### config.mk
export PLATFORM = sky130hd
export DESIGN_NAME = uart_8n1_shared_line
export DESIGN_NICKNAME = d
export VERILOG_FILES = /design/src/rtl/usl_pkg.sv /design/src/rtl/uart_8n1_shared_line.sv /design/src/rtl/usl_tx.sv /design/src/rtl/usl_rx.sv
export SDC_FILE = /design/constraint.sdc
export NUM_CORES = 1
export LEC_CHECK = 0
export ABC_CLOCK_PERIOD_IN_PS = 10800
export BUFFER_PORTS_ARGS = -buffer_cell sky130_fd_sc_hd__buf_2
export CAP_MARGIN = 0
export CORE_MARGIN = 2
export CORE_UTILIZATION = 30
export CTS_CLUSTER_DIAMETER = 80
export CTS_CLUSTER_SIZE = 40
export DETAILED_ROUTE_END_ITERATION = 16
export GPL_ROUTABILITY_DRIVEN = 0
export SETUP_SLACK_MARGIN = 0.15
export SLEW_MARGIN = 20
export SYNTH_ARGS = -nofsm -noshare
export SYNTH_HDL_FRONTEND = slang
export SYNTH_SLANG_ARGS = --single-unit
export TNS_END_PERCENT = 1
### constraint.sdc
create_clock -name clk -period 10.8 [get_ports clk]
set_input_delay 2.16 -clock clk [delete_from_list [all_inputs] [get_ports clk]]
set_output_delay 2.16 -clock clk [all_outputs]
set_load 0.02 [all_outputs]
### src/rtl/usl_pkg.sv
// Shared types and constants for the shared-line 8N1 serial transceiver.
package usl_pkg;

    localparam int PADDR_W = 3;
    localparam logic [PADDR_W-1:0] REG_BIT_TICKS = 3'd0;
    localparam logic [15:0] BIT_TICKS_RESET = 16'd104;
    localparam int S_TDATA_W = 16;
    localparam int M_TDATA_W = 16;

    typedef struct packed {
        logic tx_level;
        logic tx_busy;
        logic send_dropped;
    } tx_res_t;

    typedef struct packed {
        logic       rx_valid;
        logic [7:0] rx_byte;
    } rx_res_t;

endpackage

### src/rtl/uart_8n1_shared_line.sv
// Top level: 8N1 serial transceiver sharing its line with a sensor chip.
//
// Every input transaction is one timing tick and yields exactly one result
// transaction. The block takes one tick per clock cycle unless a full output
// register waits on m_axis_tready; transmitter and receiver state advance on
// each accepted tick and the result lands in an output register, which is
// refilled in the same cycle it is drained. The result is valid in the cycle
// after its tick is accepted. Register bit_ticks (byte address 0) sets the
// ticks per serial bit; values below 2 act as 2 and values beyond the timer
// range act as the largest timer value. Write it only while no tick is in flight.
module uart_8n1_shared_line
    import usl_pkg::*;
#(
    parameter int DATA_BITS   = 8,
    parameter int TIMER_WIDTH = 16
)
(
    input  logic                 clk,
    input  logic                 rst_n,
    input  logic                 psel,
    input  logic                 penable,
    input  logic                 pwrite,
    input  logic [PADDR_W-1:0]   paddr,
    input  logic [31:0]          pwdata,
    output logic [31:0]          prdata,
    output logic                 pready,
    input  logic                 s_axis_tvalid,
    output logic                 s_axis_tready,
    // rx_level[0], send_valid[1], send_byte[9:2], sensor_owns_line[10], zero[15:11]
    input  logic [S_TDATA_W-1:0] s_axis_tdata,
    output logic                 m_axis_tvalid,
    input  logic                 m_axis_tready,
    // tx_level[0], sensor_owns_line[1], tx_busy[2], send_dropped[3], rx_valid[4],
    // rx_byte[12:5], zero[15:13]
    output logic [M_TDATA_W-1:0] m_axis_tdata
);

    localparam int CW = (TIMER_WIDTH > 16) ? TIMER_WIDTH : 16;
    localparam logic [CW-1:0] TIMER_MAX = CW'({TIMER_WIDTH{1'b1}});

    logic [15:0]            bit_ticks_reg;
    logic [CW-1:0]          ticks_wide;
    logic [TIMER_WIDTH-1:0] ticks;
    logic                   accept;
    logic                   out_valid_reg;
    logic [M_TDATA_W-1:0]   out_data_reg, out_data_next;
    logic                   rx_level, send_valid, owned;
    logic [7:0]             send_byte;
    tx_res_t                tx_res;
    rx_res_t                rx_res;

    assign pready = 1'b1;
    assign prdata = (paddr == REG_BIT_TICKS) ? {16'd0, bit_ticks_reg} : 32'd0;

    always_ff @(posedge clk or negedge rst_n)
    begin
        if (!rst_n)
        begin
            bit_ticks_reg <= BIT_TICKS_RESET;
        end
        else if (psel && penable && pwrite && pready && paddr == REG_BIT_TICKS)
        begin
            bit_ticks_reg <= pwdata[15:0];
        end
    end

    always_comb
    begin
        ticks_wide = CW'(bit_ticks_reg);
        if (ticks_wide < CW'(2))
        begin
            ticks_wide = CW'(2);
        end
        else if (ticks_wide > TIMER_MAX)
        begin
            ticks_wide = TIMER_MAX;
        end
        ticks = ticks_wide[TIMER_WIDTH-1:0];
    end

    assign rx_level   = s_axis_tdata[0];
    assign send_valid = s_axis_tdata[1];
    assign send_byte  = s_axis_tdata[9:2];
    assign owned      = s_axis_tdata[10];

    assign s_axis_tready = !out_valid_reg || m_axis_tready;
    assign accept        = s_axis_tvalid && s_axis_tready;

    usl_tx #(
        .DATA_BITS   (DATA_BITS),
        .TIMER_WIDTH (TIMER_WIDTH)
    ) u_tx (
        .clk        (clk),
        .rst_n      (rst_n),
        .advance    (accept),
        .send_valid (send_valid),
        .send_byte  (send_byte),
        .owned      (owned),
        .ticks      (ticks),
        .res        (tx_res)
    );

    usl_rx #(
        .DATA_BITS   (DATA_BITS),
        .TIMER_WIDTH (TIMER_WIDTH)
    ) u_rx (
        .clk      (clk),
        .rst_n    (rst_n),
        .advance  (accept),
        .rx_level (rx_level),
        .owned    (owned),
        .ticks    (ticks),
        .res      (rx_res)
    );

    assign out_data_next = {3'd0, rx_res.rx_byte, rx_res.rx_valid, tx_res.send_dropped,
                            tx_res.tx_busy, owned, tx_res.tx_level};

    always_ff @(posedge clk or negedge rst_n)
    begin
        if (!rst_n)
        begin
            out_valid_reg <= 1'b0;
        end
        else if (accept)
        begin
            out_valid_reg <= 1'b1;
        end
        else if (m_axis_tready)
        begin
            out_valid_reg <= 1'b0;
        end
    end

    always_ff @(posedge clk)
    begin
        if (accept)
        begin
            out_data_reg <= out_data_next;
        end
    end

    assign m_axis_tvalid = out_valid_reg;
    assign m_axis_tdata  = out_data_reg;

endmodule

### src/rtl/usl_tx.sv
// 8N1 transmitter state: bit counter, data shifter and bit timer.
module usl_tx
    import usl_pkg::*;
#(
    parameter int DATA_BITS   = 8,
    parameter int TIMER_WIDTH = 16
)
(
    input  logic                   clk,
    input  logic                   rst_n,
    input  logic                   advance,
    input  logic                   send_valid,
    input  logic [7:0]             send_byte,
    input  logic                   owned,
    input  logic [TIMER_WIDTH-1:0] ticks,
    output tx_res_t                res
);

    localparam int IW = $clog2(DATA_BITS + 3);
    localparam int SW = $clog2(DATA_BITS);
    localparam logic [IW-1:0] STOP = IW'(DATA_BITS + 2);
    localparam logic [IW-1:0] START = IW'(1);
    localparam logic [IW-1:0] IDLE = '0;

    logic [IW-1:0]          idx_reg, idx_next;
    logic [DATA_BITS-1:0]   shift_reg, shift_next;
    logic [TIMER_WIDTH-1:0] timer_reg, timer_next;
    logic [TIMER_WIDTH-1:0] timer_inc;
    logic [IW-1:0]          bit_sel;
    logic                   dropped;
    logic                   level;

    always_comb
    begin
        idx_next   = idx_reg;
        shift_next = shift_reg;
        timer_next = timer_reg;
        dropped    = 1'b0;
        timer_inc  = timer_reg + 1'b1;
        if (idx_reg != IDLE)
        begin
            dropped    = send_valid;
            timer_next = timer_inc;
            if (timer_inc >= ticks)
            begin
                timer_next = '0;
                idx_next   = (idx_reg == STOP) ? IDLE : idx_reg + 1'b1;
            end
        end
        else if (send_valid)
        begin
            if (owned)
            begin
                dropped = 1'b1;
            end
            else
            begin
                shift_next = DATA_BITS'(send_byte);
                timer_next = '0;
                idx_next   = START;
            end
        end
    end

    always_comb
    begin
        bit_sel = idx_next - IW'(2);
        if (idx_next == IDLE || idx_next == STOP)
        begin
            level = 1'b1;
        end
        else if (idx_next == START)
        begin
            level = 1'b0;
        end
        else
        begin
            level = shift_next[bit_sel[SW-1:0]];
        end
    end

    assign res.tx_level     = level;
    assign res.tx_busy      = (idx_next != IDLE);
    assign res.send_dropped = dropped;

    always_ff @(posedge clk or negedge rst_n)
    begin
        if (!rst_n)
        begin
            idx_reg   <= '0;
            shift_reg <= '0;
            timer_reg <= '0;
        end
        else if (advance)
        begin
            idx_reg   <= idx_next;
            shift_reg <= shift_next;
            timer_reg <= timer_next;
        end
    end

endmodule

### src/rtl/usl_rx.sv
// 8N1 receiver state: start detect, mid-bit sampling and stop bit wait.
module usl_rx
    import usl_pkg::*;
#(
    parameter int DATA_BITS   = 8,
    parameter int TIMER_WIDTH = 16
)
(
    input  logic                   clk,
    input  logic                   rst_n,
    input  logic                   advance,
    input  logic                   rx_level,
    input  logic                   owned,
    input  logic [TIMER_WIDTH-1:0] ticks,
    output rx_res_t                res
);

    localparam int IW = $clog2(DATA_BITS + 3);
    localparam int SW = $clog2(DATA_BITS);
    localparam logic [IW-1:0] STOP = IW'(DATA_BITS + 2);
    localparam logic [IW-1:0] START = IW'(1);
    localparam logic [IW-1:0] FIRST_DATA = IW'(2);
    localparam logic [IW-1:0] IDLE = '0;

    logic [IW-1:0]          idx_reg, idx_next;
    logic [DATA_BITS-1:0]   shift_reg, shift_next;
    logic [TIMER_WIDTH-1:0] timer_reg, timer_next;
    logic [TIMER_WIDTH-1:0] timer_inc;
    logic [TIMER_WIDTH-1:0] half;
    logic [IW-1:0]          bit_sel;
    logic                   valid;

    always_comb
    begin
        idx_next   = idx_reg;
        shift_next = shift_reg;
        timer_next = timer_reg;
        valid      = 1'b0;
        timer_inc  = timer_reg + 1'b1;
        half       = ticks >> 1;
        bit_sel    = idx_reg - FIRST_DATA;
        if (idx_reg == IDLE)
        begin
            if (!owned && !rx_level)
            begin
                idx_next   = START;
                timer_next = '0;
                shift_next = '0;
            end
        end
        else if (idx_reg == START)
        begin
            timer_next = timer_inc;
            if (timer_inc >= half)
            begin
                timer_next = '0;
                idx_next   = FIRST_DATA;
            end
        end
        else
        begin
            timer_next = timer_inc;
            if (timer_inc >= ticks)
            begin
                timer_next = '0;
                if (idx_reg < STOP)
                begin
                    if (rx_level)
                    begin
                        shift_next[bit_sel[SW-1:0]] = 1'b1;
                    end
                    idx_next = idx_reg + 1'b1;
                end
                else
                begin
                    valid    = 1'b1;
                    idx_next = IDLE;
                end
            end
        end
    end

    assign res.rx_valid = valid;
    assign res.rx_byte  = valid ? 8'(shift_reg) : 8'd0;

    always_ff @(posedge clk or negedge rst_n)
    begin
        if (!rst_n)
        begin
            idx_reg   <= '0;
            shift_reg <= '0;
            timer_reg <= '0;
        end
        else if (advance)
        begin
            idx_reg   <= idx_next;
            shift_reg <= shift_next;
            timer_reg <= timer_next;
        end
    end

endmodule
==> flow_summary_export.csv <==
group,metric,value,unit
layout,nets,764,
routing,avgRoutedWirePerCell,14.4,µm
pwr,p_seq_share,38.1,%
synth,ys_ff_latch,86,
die,core_area,18700,µm²
run_status,status,"complete, no violations",
clock_tree,cts_resized,0,
placement,hpwl,9580,µm
sta,fin_worst_skew,7.38,ps
clock_tree,cts_setup_buffers,0,
synth,syn_area,5710,µm²
synth,ys_seq_area_share,38.9,%
synth,yosys.area_share.adder,11.2,%
routing,vias_per_cell,4.95,
clock_tree,postCtsHoldBufs,0,
clock_tree,clk_pin_slew_worst_paths,70,ps
synth,synthXorXnorAreaFrac,4.91,%
synth,synth.area.mux_share,3.24,%
sta,period_needed,5130,ps
clock_tree,clockBufferDepth,2,
synth,synth-compound-area-share,16.8,%
setup_path,arrival,2970,ps
pwr,vdd_drop_max,0.0000662,V
routing,drt_iter0_markers,348,
synth,synth-main-ff-cell,"dfrtp_1",
pwr,switching_share,38.2,%
synth,syn_inst,596,
layout,nFillCells,1890,
pwr,power_density,184,nW/µm²
die,die_x,142,µm
clock_tree,cts_root_buffer,"clkbuf_16",
synth,synth_top_family_by_area,"simple AND/OR/NAND/NOR gates",
sta,relSlewSlack,35.4,%
layout,antenna_cells,0,
synth,yosysWarnings,0,
global_routing,overflow,0,
placement,io_buffers,67,
sta,fin_hold_ws,491,ps
routing,first_pass_iters,4,
setup_path,critPathLaunchType,"input pin",
synth,synthSimpleGateAreaFrac,18.9,%
die,fp.dieH,142,µm
die,rows,50,
routing,vias,4427,
sta,finalSetupTns,0,ps
routing,drt-total-wl,12900,µm
die,io_pins,109,
pwr,intPower,738,µW
die,start_util,30.5,%
global_routing,grt_max_degree,74,
job,maxCapViolCount,0,
clock_tree,htree_levels,3,
clock_tree,cts.sinks,86,
synth,synth_edf_count,13,
global_routing,grt_pass1_wl,21100,µm
global_routing,grt_pass1_vias,4192,
sta,finalHoldViolCount,0,
clock_tree,cts_buffers,9,
pwr,power_switching,456,µW
routing,drc,0,
setup_path,critPathCaptureType,"primary output",
hold_path,hp-class,"reg -> reg",
setup_path,critical_path_class,"in -> out",
sta,finalSetupViolations,0,
sta,rsz0062_at_grt,"no",
global_routing,track_usage,13.3,%
layout,drive_above_1_share,18.5,%
sta,slew_violations,0,
pwr,clockPowerShare,27.1,%
pwr,p_leak,3.12,nW
routing,drtAntennaViolNets,0,
synth,synth.distinct_cells,71,
setup_path,worstPathMaxFanout,17,
synth,synthArstFlopShare,84.9,%
synth,avgSynthCellArea,9.58,µm²
die,fp.dieArea,20200,µm²
global_routing,antenna_found_initial,0,
pwr,combPwrFrac,34.8,%
setup_path,crit_required,8640,ps
sta,timing.fmax,195,MHz
clock_tree,cts_tree,"done",
sta,finalCritPeriodShare,47.5,%
layout,syn_to_final_growth,14.0,%
clock_tree,insertion_delay,350,ps
sta,worst_slew_pin_slew,969,ps
==> path summary, 6_finish.rpt <==
kind / start / endpoint / slack, ps / cells past startpoint
setup / recovery: paddr[1] / prdata[14] / 5670 / 5
hold / removal: u_rx.shift_reg[0]$_DFFE_PN0P_ / u_rx.shift_reg[0]$_DFFE_PN0P_ / 490 / 1
setup reg to reg: u_tx.timer_reg[0]$_DFFE_PN0P_ / m_axis_tdata[0]$_SDFFCE_PP1P_ / 6610 / 16
hold reg to reg: u_rx.shift_reg[0]$_DFFE_PN0P_ / u_rx.shift_reg[0]$_DFFE_PN0P_ / 490 / 1
max in group asynchronous: rst_n / u_rx.timer_reg[3]$_DFFE_PN0P_ / 8200 / 1
min in group asynchronous: rst_n / bit_ticks_reg[11]$_DFFE_PN0P_ / 1950 / 1
==> power groups by stage <==
stage	registers (mW)	logic [mW]	clock network [mW]
after detailed placement	0.461	0.416	0
after global routing	0.464	0.471	0.342
after CTS	0.455	0.418	0.330
after floorplan	0.436	0.342	0
after global placement	0.461	0.409	0
final	0.456	0.416	0.323
==> critical path, stage by stage <==
cell    delay [ps]
buf_2          100
nor3_1         180
buf_4          220
and2_1         150
buf_2          160
==> Yosys cell counts (2+ instances only) <==
cell,count,area (µm²)
nand4_1,7,43.8
o21a_1,4,30.0
o211ai_1,3,22.5
and3_1,16,100
a21o_1,5,37.5
nand3_1,22,110
buf_2,3,15.0
conb_1,2,7.51
a22o_1,6,52.6
nor3_1,7,35.0
o31ai_1,2,15.0
a21oi_1,15,75.1
ha_1,50,626
a32o_1,12,120
mux2i_1,5,50.1
xnor2_1,16,140
dfrtp_1,70,1750
a211oi_1,4,30.0
dfstp_2,3,78.8
nor2b_1,8,50.1
nor3b_1,4,30.0
nand2_1,56,210
o21ai_1,13,65.1
nand3b_1,2,15.0
and4_1,2,17.5
nor2_1,30,113
a31o_2,2,17.5
mux2_2,12,135
xor2_1,16,140
inv_1,28,105
o41ai_1,2,17.5
o221ai_1,2,17.5
a31oi_1,3,18.8
nand2b_1,11,68.8
and2_1,27,169
nor4_1,4,25.0
clkbuf_1,14,52.6
buf_4,21,158
edfxtp_1,13,390
o21ai_0,43,215
==> per-stage QoR <==
step	cells	total power, mW	cell area [µm²]	worst slack, ps	utilization [%]
3_5_place_dp	879	0.877	6200	5660	33.1
2_1_floorplan	614	0.778	5780	5610	-
5_1_grt	895	1.28	6510	5530	34.8
3_3_place_gp	879	0.870	6190	5680	33.1
4_1_cts	895	1.20	6500	5660	34.8
6_report	895	1.19	6510	5670	34.8
==> final cells by class <==
| type | count | area (µm²) | area share [%] |
|---|---|---|---|
| clock buffer | 9 | 225 | 3.46 |
| multi-input combinational | 460 | 3220 | 49.5 |
| inverter | 29 | 109 | 1.67 |
| tap | 234 | 293 | 4.50 |
| sequential | 86 | 2220 | 34.1 |
| clock inverter | 7 | 81.3 | 1.25 |
| timing repair buffer | 70 | 360 | 5.54 |
==> cell families (layout without fill, tap and decap cells) <==
group,count (synthesis),after routing
flops,86,86
buf+inv,68,115
other cells,2,20
compound gates,135,135
xor+xnor,32,32
mux,17,17
fa+ha+maj,51,51
simple gates,205,205
==> layout by cell type, fill, tap and decap left out, types with 3 or more instances in the layout <==
| cell | Yosys | routed |
|---|---|---|
| o21a_1 | 4 | 4 |
| o21ai_1 | 13 | 12 |
| nand4_1 | 7 | 7 |
| inv_1 | 28 | 28 |
| dfrtp_1 | 70 | 70 |
| edfxtp_1 | 13 | 13 |
| clkinv_4 | 0 | 3 |
| nor2_1 | 30 | 29 |
| clkbuf_16 | 0 | 9 |
| ha_1 | 50 | 50 |
| nand3_1 | 22 | 22 |
| a21o_1 | 5 | 5 |
| nor3_1 | 7 | 7 |
| and3_1 | 16 | 16 |
| nand2_1 | 56 | 56 |
| a31oi_1 | 3 | 3 |
| mux2i_1 | 5 | 5 |
| xor2_1 | 16 | 16 |
| nor4_1 | 4 | 4 |
| o21ai_0 | 43 | 43 |
| xnor2_1 | 16 | 16 |
| mux2_2 | 12 | 12 |
| dfstp_2 | 3 | 3 |
| nor3b_1 | 4 | 4 |
| and2_1 | 27 | 27 |
| buf_4 | 21 | 4 |
| a22o_1 | 6 | 6 |
| a32o_1 | 12 | 12 |
| o211ai_1 | 3 | 3 |
| buf_2 | 3 | 66 |
| a211oi_1 | 4 | 4 |
| a21oi_1 | 15 | 15 |
| nor2b_1 | 8 | 8 |
| nand2b_1 | 11 | 11 |
| conb_1 | 2 | 20 |
==> metal layers <==
| layer | wire (µm) | track usage (%) | part of all wire (%) | vias up |
|---|---|---|---|---|
| met5 | 0 | 0 | 0 | - |
| met4 | 242 | 5.42 | 1.9 | 0 |
| met3 | 383 | 1.99 | 3.0 | 14 |
| met2 | 6330 | 22.6 | 49 | 73 |
| met1 | 5950 | 17.1 | 46 | 2118 |
| li1 | - | - | - | 2222 |
No activity file was read; power rests on OpenSTA's default activity.
